$ cat config.mk
export PLATFORM = sky130hd
export DESIGN_NAME = key_value_line_splitter
export DESIGN_NICKNAME = d
export VERILOG_FILES = /design/src/design/kvls_pkg.sv /design/src/design/key_value_line_splitter.sv
export SDC_FILE = /design/constraint.sdc
export NUM_CORES = 1
export LEC_CHECK = 0
export BUFFER_PORTS_ARGS = -buffer_cell sky130_fd_sc_hd__buf_2
export CAP_MARGIN = 30
export CORE_UTILIZATION = 25
export CTS_BUF_LIST = sky130_fd_sc_hd__clkbuf_16
export CTS_CLUSTER_SIZE = 40
export DETAILED_ROUTE_END_ITERATION = 16
export PLACE_DENSITY = 0.48
export SYNTH_ARGS = -nofsm -noshare
export SYNTH_HDL_FRONTEND = slang
export SYNTH_SLANG_ARGS = --single-unit
export TNS_END_PERCENT = 100
$ cat constraint.sdc
create_clock -name clk -period 6 [get_ports clk]
set_input_delay 1.2 -clock clk [delete_from_list [all_inputs] [get_ports clk]]
set_output_delay 1.2 -clock clk [all_outputs]
set_load 0.01 [all_outputs]
$ cat src/design/kvls_pkg.sv
`timescale 1ns / 1ps
// ----------------------------------------------------------------------------
// kvls_pkg
// Shared types, codes and character helpers for the key/value line splitter.
// ----------------------------------------------------------------------------
package kvls_pkg;

  localparam int MAX_LINE = 1024;
  localparam int CNT_W    = $clog2(MAX_LINE + 1);

  localparam int KIND_W = 2;
  localparam int CHAR_W = 8;
  localparam int POS_W  = 10;
  localparam int STAT_W = 3;
  localparam int LEN_W  = 11;

  localparam logic [KIND_W-1:0] KIND_KEY    = 2'd0;
  localparam logic [KIND_W-1:0] KIND_VAL    = 2'd1;
  localparam logic [KIND_W-1:0] KIND_REPORT = 2'd2;

  localparam logic [STAT_W-1:0] ST_OK          = 3'd0;
  localparam logic [STAT_W-1:0] ST_NO_COLON    = 3'd1;
  localparam logic [STAT_W-1:0] ST_BAD_KEY     = 3'd2;
  localparam logic [STAT_W-1:0] ST_EMPTY_VALUE = 3'd3;
  localparam logic [STAT_W-1:0] ST_TOO_LONG    = 3'd4;

  localparam logic [CHAR_W-1:0] CH_COLON = 8'h3A;
  localparam logic [CHAR_W-1:0] CH_SPACE = 8'h20;
  localparam logic [CHAR_W-1:0] CH_TAB   = 8'h09;
  localparam logic [CHAR_W-1:0] CH_LF    = 8'h0A;
  localparam logic [CHAR_W-1:0] CH_CR    = 8'h0D;
  localparam logic [CHAR_W-1:0] CH_ZERO  = 8'h30;
  localparam logic [CHAR_W-1:0] CH_NINE  = 8'h39;

  typedef struct packed {
    logic [CHAR_W-1:0] char_in;
    logic              end_of_line;
  } in_item_t;

  typedef struct packed {
    logic [KIND_W-1:0] kind;
    logic [CHAR_W-1:0] char_out;
    logic [POS_W-1:0]  position;
    logic [STAT_W-1:0] status;
    logic [LEN_W-1:0]  key_length;
    logic [LEN_W-1:0]  value_length;
  } out_item_t;

  typedef enum logic [3:0] {
    PH_LEAD  = 4'b0001,
    PH_KEY   = 4'b0010,
    PH_VLEAD = 4'b0100,
    PH_VAL   = 4'b1000
  } phase_t;

  function automatic logic is_blank(input logic [CHAR_W-1:0] c);
    return (c == CH_SPACE) || (c == CH_TAB) || (c == CH_LF) || (c == CH_CR);
  endfunction

  function automatic logic is_numeral(input logic [CHAR_W-1:0] c);
    return (c >= CH_ZERO) && (c <= CH_NINE);
  endfunction

endpackage

$ cat src/design/key_value_line_splitter.sv
`timescale 1ns / 1ps
// ----------------------------------------------------------------------------
// key_value_line_splitter
// Splits a dictionary line, one character per item, into key and value.
// ----------------------------------------------------------------------------
// Usage:
//   in_item carries one line character, or the end-of-line marker, per item;
//   an item moves when in_valid is high and in_stall is low. Each character
//   yields at most one out_item: a key character, a value character, or on
//   end of line a report with trimmed key/value lengths and a status.
//   Leading blanks, the first colon and blanks after it produce no item, nor
//   do characters beyond MAX_LINE in the key or value.
//   Throughput: one item per cycle while out_stall is low. An accepted item
//   lands in the input register; its result, if any, moves on into the
//   output register once that is empty or being drained, and out_valid
//   rises with it. The line state is updated in the same cycle the item
//   leaves the input register, which sets the one-item-per-cycle figure.
//   When out_stall is high with a result waiting, the input register holds
//   and in_stall rises once it is full; nothing is dropped.
//   Reset (rst_n low, synchronous) empties both registers and returns the
//   line state to leading whitespace with all counts zero. After each
//   report the line state returns to that same state.
// ----------------------------------------------------------------------------
module key_value_line_splitter
  import kvls_pkg::*;
(
  input  logic      clk,
  input  logic      rst_n,
  input  logic      in_valid,
  output logic      in_stall,
  input  in_item_t  in_item,
  output logic      out_valid,
  input  logic      out_stall,
  output out_item_t out_item
);

  localparam logic [CNT_W-1:0] CNT_MAX = CNT_W'(MAX_LINE);
  localparam logic [CNT_W-1:0] CNT_ONE = CNT_W'(1);

  logic      s1_valid_r;
  in_item_t  s1_item_r;
  logic      out_valid_r;
  out_item_t out_item_r;

  phase_t           phase_r,         phase_nxt;
  logic [CNT_W-1:0] key_count_r,     key_count_nxt;
  logic [CNT_W-1:0] key_trimmed_r,   key_trimmed_nxt;
  logic [CNT_W-1:0] value_count_r,   value_count_nxt;
  logic [CNT_W-1:0] value_trimmed_r, value_trimmed_nxt;
  logic             first_zero_r,    first_zero_nxt;
  logic             key_bad_r,       key_bad_nxt;
  logic             space_pend_r,    space_pend_nxt;
  logic             overflow_r,      overflow_nxt;

  logic      advance;
  logic      emit;
  out_item_t res;
  logic      take_key;
  logic      take_val;
  logic      colon_seen;
  logic      bad_key;
  logic [CHAR_W-1:0] c;

  // Stage 1 moves on whenever the output register is empty or being drained.
  assign advance   = !out_valid_r || !out_stall;
  assign in_stall  = s1_valid_r && !advance;
  assign out_valid = out_valid_r;
  assign out_item  = out_item_r;
  assign c         = s1_item_r.char_in;

  always_comb begin
    phase_nxt         = phase_r;
    key_count_nxt     = key_count_r;
    key_trimmed_nxt   = key_trimmed_r;
    value_count_nxt   = value_count_r;
    value_trimmed_nxt = value_trimmed_r;
    first_zero_nxt    = first_zero_r;
    key_bad_nxt       = key_bad_r;
    space_pend_nxt    = space_pend_r;
    overflow_nxt      = overflow_r;
    emit              = 1'b0;
    take_key          = 1'b0;
    take_val          = 1'b0;
    res               = '0;

    colon_seen = (phase_r == PH_VLEAD) || (phase_r == PH_VAL);
    bad_key    = key_bad_r || (key_trimmed_r == '0) ||
                 (first_zero_r && (key_trimmed_r > CNT_ONE));

    if (s1_valid_r && advance) begin
      if (s1_item_r.end_of_line) begin
        emit         = 1'b1;
        res.kind     = KIND_REPORT;
        res.key_length = LEN_W'(key_trimmed_r);
        res.value_length = colon_seen ? LEN_W'(value_trimmed_r) : '0;
        priority if (overflow_r) begin
          res.status = ST_TOO_LONG;
        end else if (!colon_seen) begin
          res.status = ST_NO_COLON;
        end else if (bad_key) begin
          res.status = ST_BAD_KEY;
        end else if (value_trimmed_r == '0) begin
          res.status = ST_EMPTY_VALUE;
        end else begin
          res.status = ST_OK;
        end
        // Clear the line state for the next line.
        phase_nxt         = PH_LEAD;
        key_count_nxt     = '0;
        key_trimmed_nxt   = '0;
        value_count_nxt   = '0;
        value_trimmed_nxt = '0;
        first_zero_nxt    = 1'b0;
        key_bad_nxt       = 1'b0;
        space_pend_nxt    = 1'b0;
        overflow_nxt      = 1'b0;
      end else begin
        unique case (phase_r)
          PH_LEAD: begin
            if (c == CH_COLON) begin
              phase_nxt = PH_VLEAD;
            end else if (!is_blank(c)) begin
              phase_nxt = PH_KEY;
              take_key  = 1'b1;
            end
          end
          PH_KEY: begin
            if (c == CH_COLON) begin
              phase_nxt = PH_VLEAD;
            end else begin
              take_key = 1'b1;
            end
          end
          PH_VLEAD: begin
            if (!is_blank(c)) begin
              phase_nxt = PH_VAL;
              take_val  = 1'b1;
            end
          end
          PH_VAL: begin
            take_val = 1'b1;
          end
          default: begin
            phase_nxt = PH_LEAD;
          end
        endcase

        if (take_key) begin
          if (key_count_r == CNT_MAX) begin
            overflow_nxt = 1'b1;   // drop the character
          end else begin
            if (is_blank(c)) begin
              space_pend_nxt = 1'b1;
            end else begin
              if (space_pend_r || !is_numeral(c)) begin
                key_bad_nxt = 1'b1;
              end
              if ((key_count_r == '0) && (c == CH_ZERO)) begin
                first_zero_nxt = 1'b1;
              end
              key_trimmed_nxt = key_count_r + CNT_ONE;
            end
            emit          = 1'b1;
            res.kind      = KIND_KEY;
            res.char_out  = c;
            res.position  = POS_W'(key_count_r);
            key_count_nxt = key_count_r + CNT_ONE;
          end
        end

        if (take_val) begin
          if (value_count_r == CNT_MAX) begin
            overflow_nxt = 1'b1;   // drop the character
          end else begin
            if (!is_blank(c)) begin
              value_trimmed_nxt = value_count_r + CNT_ONE;
            end
            emit            = 1'b1;
            res.kind        = KIND_VAL;
            res.char_out    = c;
            res.position    = POS_W'(value_count_r);
            value_count_nxt = value_count_r + CNT_ONE;
          end
        end
      end
    end
  end

  always_ff @(posedge clk) begin
    if (!rst_n) begin
      s1_valid_r      <= 1'b0;
      out_valid_r     <= 1'b0;
      phase_r         <= PH_LEAD;
      key_count_r     <= '0;
      key_trimmed_r   <= '0;
      value_count_r   <= '0;
      value_trimmed_r <= '0;
      first_zero_r    <= 1'b0;
      key_bad_r       <= 1'b0;
      space_pend_r    <= 1'b0;
      overflow_r      <= 1'b0;
    end else begin
      if (!in_stall) begin
        s1_valid_r <= in_valid;
      end
      if (advance) begin
        out_valid_r <= emit;
      end
      phase_r         <= phase_nxt;
      key_count_r     <= key_count_nxt;
      key_trimmed_r   <= key_trimmed_nxt;
      value_count_r   <= value_count_nxt;
      value_trimmed_r <= value_trimmed_nxt;
      first_zero_r    <= first_zero_nxt;
      key_bad_r       <= key_bad_nxt;
      space_pend_r    <= space_pend_nxt;
      overflow_r      <= overflow_nxt;
    end
  end

  always_ff @(posedge clk) begin
    if (in_valid && !in_stall) begin
      s1_item_r <= in_item;
    end
    if (advance && emit) begin
      out_item_r <= res;
    end
  end

endmodule

======== Word level (Yosys, flattened, before mapping) ========
Index checks and enable logic that the tools add are counted.
word-level totals
  register bits ........................... 108
  input port bits ......................... 13
  output and inout bits ................... 47
  logic and storage cells ................. 153
operators by class
  add/sub/neg operators ................... 2
  $lt $le $gt $ge ......................... 3
  equality and inequality tests ........... 19
  mux-type cells .......................... 63
  bitwise logic cells ..................... 3
  reduce and logical (&&, ||, !) cells .... 41
operators with widths
  kind                                                  count
  two-way mux 11 bit                                    14
  two-way mux 20 bit                                    2
  two-way mux 18 bit                                    2
  zero test 11 bit                                      3
  two-way mux 1 bit                                     32
  == test 8 x 4 -> 1 bit (second input constant)        3
  == test 8 x 6 -> 1 bit (second input constant)        3
  adder 11 x 1 -> 11 bit (second input constant)        2
  == test 11 bit (second input constant)                2
  two-way mux 4 bit                                     5
  one-hot mux 4 bit (4 select lines)                    1
  AND reduction 5 bit                                   3
  AND reduction 4 bit                                   3
  > comparator 11 x 1 -> 1 bit (second input constant)  1
  nonzero test 2 bit                                    5
  AND reduction 3 bit                                   3
  >= comparator 8 x 6 -> 1 bit (second input constant)  1
  <= comparator 8 x 6 -> 1 bit (second input constant)  1
  logical OR 1 bit                                      8
  two-way mux 2 bit                                     4
  != test 2 bit (second input constant)                 4
  logical AND 1 bit                                     7
  != test 3 bit (second input constant)                 2
  zero test 1 bit                                       5
  12 further kinds                                      15

======== Depth between registers and ports, before layout ========
Gate-level depths: netlist (run 1).
  depth in word-level cells ............... 15
  depth in mapped cells ................... 9

======== Worst setup path after synthesis (run 1) ========
OpenSTA, ideal clock, no wires.
  kind .................................... input -> register
  start point ............................. in out_stall
  end point ............................... reg out_item_r, in the netlist out_item[0] (enable)
  library setup time ...................... 0.447 ns
  arrival time ............................ 3.673 ns
  required time ........................... 5.553 ns
  slack ................................... 1.880 ns
  stages .................................. 5
  path buffers ............................ 2
  cells stage by stage .................... nand2_1 -> nand2_1 -> clkbuf_1 -> clkbuf_1 -> nor2_1
between the ends
  word-level cells in the longest chain between the ends .. 5
ends and longest elaborated chain
  element                RTL line                        text
  start, declared        key_value_line_splitter.sv:33   input logic out_stall,
  zero test 1 bit (*)    key_value_line_splitter.sv:65   assign advance = !out_valid_r || !out_stall;
  logical OR 1 bit (*)   key_value_line_splitter.sv:65
  logical AND 1 bit      key_value_line_splitter.sv:90   if (s1_valid_r && advance) begin
  two-way mux 1 bit      key_value_line_splitter.sv:90
  logical AND 1 bit (*)  key_value_line_splitter.sv:225  if (advance && emit) begin
  end signal, assigned   key_value_line_splitter.sv:226  out_item_r <= res;
  end, declared          key_value_line_splitter.sv:43   out_item_t out_item_r;
Every way passes the cells marked *; elsewhere a longest branch is shown, timed or not.
A chain may end at the register's enable or synchronous reset.

======== Worst setup path after layout (run 1) ========
  start point ............................. in out_stall
  end point ............................... reg out_item_r, in the netlist out_item[41], data pin
between the ends
  word-level cells in the longest chain between the ends .. 5
ends and longest elaborated chain
  element                       RTL line
  zero test 1 bit               key_value_line_splitter.sv:65
  logical OR 1 bit              key_value_line_splitter.sv:65
  logical AND 1 bit             key_value_line_splitter.sv:90
  inverter 1 bit (no line)      --
  OR reduction 2 bit (no line)  --
Every way passes these cells.

==> results.tsv, run 1 <==
stage	metric	value	unit
outcome	outcome	complete, no violations	
worst_setup_path	WS Path Type	input pin to flip-flop	
detailed_routing	WL/cell	15.8	microns
synth	top cell type's share of synthesized area	30.8	%
clock_tree	CTS H-Tree Depth	3	
synth	Post-synth ARST share	0	%
detailed_routing	Pre-antenna DRT Iters	5	
synth	post-synthesis cell type count	70	
clock_tree	CTS Sinks	108	
detailed_routing	Post-DRT Antenna Nets	0	
placement	Final HPWL DP	9370	microns
clock_tree	CTS max path bufs	2	
detailed_routing	routed vias/inst	4.93	
floorplanning	Core Box Area	20400	sq um
worst_setup_path	r2r worst-path depth	8	
clock_tree	Root Driver	clkbuf_16	
worst_setup_path	Largest stage delay, worst path	0.76	ns
timing	fmax	319	MHz
worst_setup_path	worst-path cell chain	buf_2 > nand2_1 > and2_1 > nand2_1 > a31oi_2 > and2_1	
global_routing	initial antenna violation count	0	
layout	ratio of cells with drive above 1 in the final layout	18.5	%
layout	# fillers	2146	
global_routing	GRT Residual Overflow	0	
timing	final setup vio count	0	
global_routing	first-pass GRT wire length	20900	microns
timing	slew at the pin with the worst max-slew slack	0.942	ns
timing	Worst slew margin	37.2	%
pwr	Power Density	249	nW/um^2
clock_tree	worst skew pair latency	0.35	ns
floorplanning	row count	52	
placement	PortBufs	59	
worst_setup_path	Arr. time, crit path	3.36	ns
floorplanning	Die X	147	microns
worst_setup_path	type of origin of the critical path	input pin	
placement	# placed instances	811	
clock_tree	CTS Hold Bufs	0	
worst_setup_path	Data required, critical path	6.22	ns
synth	synth cell count leaders	dfxtp_1 (54), edfxtp_1 (54), nand2_1 (47)	
floorplanning	die area	21600	sq um
layout	n_diodes	0	
synth	Post-synth EDFFs	54	
clock_tree	Num CTS Buffers	9	
timing	fin crit period	3.14	ns
worst_setup_path	reg2reg end	out_item[15]	
worst_setup_path	Worst setup EP type	flip-flop	
clock_tree	CTS tree	yes	
floorplanning	IO Pins	60	
synth	syn nets	536	
run	total of max-cap violations	0	
synth	Synth Warn #	0	
timing	final setup TNS	0	ns
global_routing	vias in the first global route	3883	
worst_setup_path	reg-to-reg startpoint	phase_r[2]	
synth	Yosys top cell by area	edfxtp_1	
synth	Top FF cell, synth	edfxtp_1	
detailed_routing	Iteration-0 DRC Markers	432	
synth	leading post-synthesis cells by cell area	edfxtp_1 (31%), dfxtp_1 (21%), nand3_1 (3.8%)	
synth	Mapped Cells	519	
global_routing	GRT Util Overall	12.2	%
layout	final std cells w/o fill	828	
timing	Final Max Slew Viols	0	
min_path	hold endpoint	value_trimmed_r[8]	
synth	part of the Yosys area used for sequential elements	51.4	%
detailed_routing	routed vias	4079	
timing	final hold vios	0	
pwr	worst vdd ir	111	uV
clock_tree	clk slew on worst S/H paths	0.07	ns
min_path	WHS Path Cells	2	
synth	Synth Cell Area	5260	sq um
placement	GP Congestion	0.854	
timing	unrepaired setup endpoints after global routing	false	
clock_tree	Post CTS Setup Buffer Count	0	
synth	#FFs+latches synth	108	
synth	Syn Area/Cell	10.1	sq um
detailed_routing	# DRC	0	
worst_setup_path	crit path max fanout	21	
pwr	Pleak	0.00227	uW
layout	Area Growth Syn to Fin	15.6	%
floorplanning	Starting Density	25.8	%
floorplanning	Die H	147	microns
timing	Final Skew	0.0129	ns
layout	Post-layout nets	570	
min_path	worst min-delay path startpoint	value_trimmed_r[8]	
detailed_routing	WL final	13100	microns
worst_setup_path	worst reg2reg setup slack	2.98	ns
worst_setup_path	slowest CP cell	and2_1	
timing	Tcrit/Tclk final	52.3	%
clock_tree	post-CTS sizing	0	
min_path	hold crit path type	flip-flop to flip-flop	
global_routing	largest net degree at the start of global routing	59	
==> worst max path at each step <==
| stage | start | end | slack (ns) | depth (start not counted) |
|---|---|---|---|---|
| floorplan | out_stall | out_item[0] | 1.88 | 5 |
| global placement | out_stall | out_item[39] | 2.50 | 4 |
| detailed placement | rst_n | value_count_r[6] | 2.54 | 5 |
| CTS | rst_n | value_count_r[6] | 2.92 | 5 |
| global route | out_stall | value_count_r[2] | 2.63 | 7 |
| finish | out_stall | out_item[41] | 2.86 | 6 |
==> logic make-up after synthesis <==
logic type	after synthesis	share of synthesized area, %
flip-flops	108	51.4
multiplexers	9	1.93
AO/OA/AOI/OAI	94	13.8
XOR/XNOR	20	3.33
buffers and inverters	48	4.09
AND/OR/NAND/NOR	236	24.5
adder cells (fa/ha/maj)	4	0.951
==> metrics by stage <==
stage | worst slack (ns) | hold slack, ns | utilization, % | cell area [sq um] | power [uW]
floorplan | 1.88 | 0.437 | - | 5260 | 889
finish | 2.86 | 0.480 | 29.8 | 6080 | 1510
global route | 2.63 | 0.494 | 29.8 | 6080 | 1570
CTS | 2.92 | 0.481 | 29.7 | 6060 | 1530
global placement | 2.50 | 0.454 | 28.1 | 5730 | 921
detailed placement | 2.54 | 0.468 | 28.2 | 5760 | 925
==> where the power goes <==
group	internal (uW)	total, uW	switching (uW)
clock	326	603	277
combinational	34.2	106	72.1
sequential	789	802	12.8
==> cell usage in the layout, fill, tap and decap left out, types with 4 or more instances in the layout <==
master | Yosys | routed
a21oi_1 | 5 | 5
a22o_1 | 5 | 5
a22oi_1 | 10 | 10
and2_1 | 26 | 26
and3_1 | 18 | 18
buf_2 | 7 | 59
clkbuf_16 | 0 | 9
dfxtp_1 | 54 | 54
edfxtp_1 | 54 | 54
ha_1 | 4 | 4
inv_1 | 7 | 7
mux2i_1 | 6 | 6
nand2_1 | 47 | 47
nand3_1 | 40 | 40
nand3b_1 | 8 | 8
nand4_1 | 6 | 6
nor2_1 | 35 | 34
nor2b_1 | 7 | 6
nor3_1 | 12 | 12
nor4_1 | 8 | 8
nor4b_1 | 4 | 4
o211ai_1 | 4 | 4
o21ai_0 | 23 | 23
o221ai_1 | 4 | 4
or3_1 | 5 | 5
xnor2_1 | 10 | 10
xor2_1 | 10 | 10
==> state kept, by name, summed over array words and instances (netlist names) <==
register	flops
c	8
first_zero_r	1
key_bad_r	1
key_count_r	11
key_trimmed_r	11
out_item	45
out_valid	1
overflow_r	1
phase_r	4
s1_item_r	1
s1_valid_r	1
space_pend_r	1
value_count_r	11
value_trimmed_r	11
==> metal layers <==
| metal | wire [microns] | vias to the layer above | global-route usage [%] |
|---|---|---|---|
| li1 | - | 1972 | - |
| met1 | 6050 | 1998 | 16.0 |
| met2 | 6300 | 100 | 20.0 |
| met3 | 571 | 9 | 2.83 |
| met4 | 142 | 0 | 3.87 |
| met5 | 0 | - | 0 |
==> layout make-up <==
class                           count  area, sq um  share of cell area, %
Multi-Input combinational cell    363         2350                   38.7
Clock buffer                        9          225                   3.70
Tap cell                          270          338                   5.56
Inverter                            7         26.3                  0.432
Timing Repair Buffer               64          358                   5.89
Sequential cell                   108         2700                   44.5
Clock inverter                      7         76.3                   1.26
==> critical path, delay by kind of cell <==
kind | cells | cell delay [ns]
compound gates | 1 | 0.47
buf+inv | 1 | 0.11
simple gates | 4 | 1.58
Power figures use the tool's default switching activity.
==> inputs of run 2 (changes only) <==
PLACE_DENSITY = 0.49   (was 0.48)
clock period = 2.75 ns   (was 6 ns; I/O delays follow)
==> run 2 against run 1 <==
Clock skew down 0.0020 ns; final area grew 1.4%; sequential share of layout area down 0.63 points; largest power group unchanged.
==> results.tsv, run 2 (same netlist as run 1, synthesis figures left out) <==
stage	metric	value	unit	change
clock_tree	CTS Sinks	108		unchanged
timing	Worst slew margin	59.0	%	+22 points
timing	Final Max Slew Viols	0		unchanged
layout	ratio of cells with drive above 1 in the final layout	20.5	%	+2.0 points
clock_tree	CTS tree	yes		
timing	final setup vio count	0		unchanged
layout	final std cells w/o fill	842		+1.7%
clock_tree	worst skew pair latency	0.36	ns	about the same
detailed_routing	Pre-antenna DRT Iters	7		+2
floorplanning	Core Box Area	20400	sq um	unchanged
global_routing	GRT Util Overall	12.7	%	+0.46 points
floorplanning	row count	52		unchanged
clock_tree	clk slew on worst S/H paths	0.08	ns	about the same
pwr	Power Density	532	nW/um^2	+110%
outcome	outcome	complete, no violations		
floorplanning	Die H	147	microns	unchanged
detailed_routing	routed vias	4119		+0.98%
layout	Post-layout nets	584		+2.5%
clock_tree	Num CTS Buffers	9		unchanged
pwr	Pwr Total	3280	uW	+120%
worst_setup_path	Worst setup EP type	flip-flop		
layout	most common cell after layout, fill and taps aside	buf_2		
clock_tree	Root Driver	clkbuf_16		
detailed_routing	WL final	13300	microns	+1.7%
global_routing	vias in the first global route	4030		+3.8%
clock_tree	CTS max path bufs	2		unchanged
placement	PortBufs	59		unchanged
layout	Area Growth Syn to Fin	17.2	%	
floorplanning	Starting Density	25.8	%	unchanged
layout	most frequent cells in the layout	buf_2 (59), edfxtp_1 (54), dfxtp_1 (54), nand2_1 (47), nand3_1 (40)		
global_routing	largest net degree at the start of global routing	51		-14%
floorplanning	Die X	147	microns	unchanged
timing	final hold vios	0		unchanged
worst_setup_path	WS Path Type	flip-flop to flip-flop		
worst_setup_path	Data required, critical path	2.85	ns	-3.37 ns
placement	worst slack, placed	0.280	ns	-2.26 ns
detailed_routing	WL/cell	15.8	microns	about the same
global_routing	GRT Residual Overflow	0		unchanged
timing	fmax	419	MHz	
worst_setup_path	type of origin of the critical path	flip-flop		
layout	# fillers	2139		-0.33%
pwr	Pleak	0.00234	uW	+2.9%
global_routing	first-pass GRT wire length	21400	microns	+2.2%
timing	slew at the pin with the worst max-slew slack	0.614	ns	-0.328 ns
clock_tree	CTS H-Tree Depth	3		unchanged
detailed_routing	routed vias/inst	4.89		-0.70%
timing	final setup TNS	0	ns	unchanged
placement	GP Congestion	0.814		-4.7%
min_path	hold crit path type	input pin to flip-flop		
global_routing	initial antenna violation count	0		unchanged
placement	# placed instances	826		+1.8%
worst_setup_path	crit path max fanout	32		+52%
timing	fin crit period	2.39	ns	
timing	unrepaired setup endpoints after global routing	false		
detailed_routing	# DRC	0		unchanged
layout	max FFs per register	45		unchanged
detailed_routing	Post-DRT Antenna Nets	0		unchanged
timing	post-route setup slack	0.364	ns	-2.50 ns
floorplanning	die area	21600	sq um	unchanged
pwr	worst vdd ir	248	uV	+120%
placement	Final HPWL DP	9670	microns	+3.2%
timing	Final Skew	0.0109	ns	-0.00197 ns
layout	n_diodes	0		unchanged
worst_setup_path	Arr. time, crit path	2.49	ns	-0.87 ns
clock_tree	CTS Hold Bufs	0		unchanged
timing	Tcrit/Tclk final	86.8	%	
detailed_routing	Iteration-0 DRC Markers	304		-30%
run	total of max-cap violations	0		unchanged
floorplanning	IO Pins	60		unchanged
-- run 2: cell count changes in the layout (fill, tap and decap cells not counted), sizes merged --
| cell | before | now |
|---|---|---|
| inv | 8 | 13 |
| buf | 64 | 78 |
| clkinv | 3 | 0 |
| bufinv | 1 | 0 |
| clkinvlp | 2 | 1 |
-- run 2: through the flow --
| stage | utilization [%] | hold WS (ns) | area (sq um) |
|---|---|---|---|
| 2_1_floorplan | - | 0.437 | 5280 |
| 3_3_place_gp | 28.8 | 0.458 | 5880 |
| 3_5_place_dp | 28.8 | 0.458 | 5880 |
| 4_1_cts | 30.2 | 0.341 | 6160 |
| 5_1_grt | 30.2 | 0.344 | 6170 |
| 6_report | 30.2 | 0.359 | 6170 |
-- run 2: final cells by class --
cell class	count	area, sq um	share of cell area, %
Timing Repair Buffer	78	450	7.30
Clock inverter	7	62.6	1.01
Tap cell	270	338	5.48
Sequential cell	108	2700	43.8
Clock buffer	9	225	3.65
Inverter	7	26.3	0.426
Multi-Input combinational cell	363	2360	38.3
-- run 2: critical path: stages (launching register included) --
cell and delay (ns):
edfxtp_1 0.47, nor4bb_1 0.32, nand2_1 0.27, a22oi_4 0.35, nor2_1 0.11, nor3_1 0.31
nor2_4 0.09, buf_12 0.17
-- run 2: path summary, 6_finish.rpt --
check | from | endpoint | slack [ns] | cells past startpoint
max | c[1] | out_item[1] | 0.36 | 7
min reg2reg | value_trimmed_r[5] | value_trimmed_r[5] | 0.48 | 2
min | in_item[5] | c[4] | 0.36 | 1
max reg2reg | c[1] | out_item[1] | 0.36 | 7
-- run 2: what timing repair did --
item                                    4_1_cts  5_1_grt
endpoints found under the setup margin        0        5
gates resized for setup                       0        1
buffers inserted                              0        0
-- run 2: layer usage --
metal / track usage [%] / share of wire (%)
met2: 20.8 / 48
met3: 2.67 / 4.0
met1: 16.2 / 46
met4: 5.15 / 1.9
met5: 0 / 0
-- run 2: where the power goes --
group | internal [uW] | switching, uW
Clock | 639 | 648
Sequential | 1720 | 21.4
Combinational | 82.9 | 166
Total | 2440 | 835
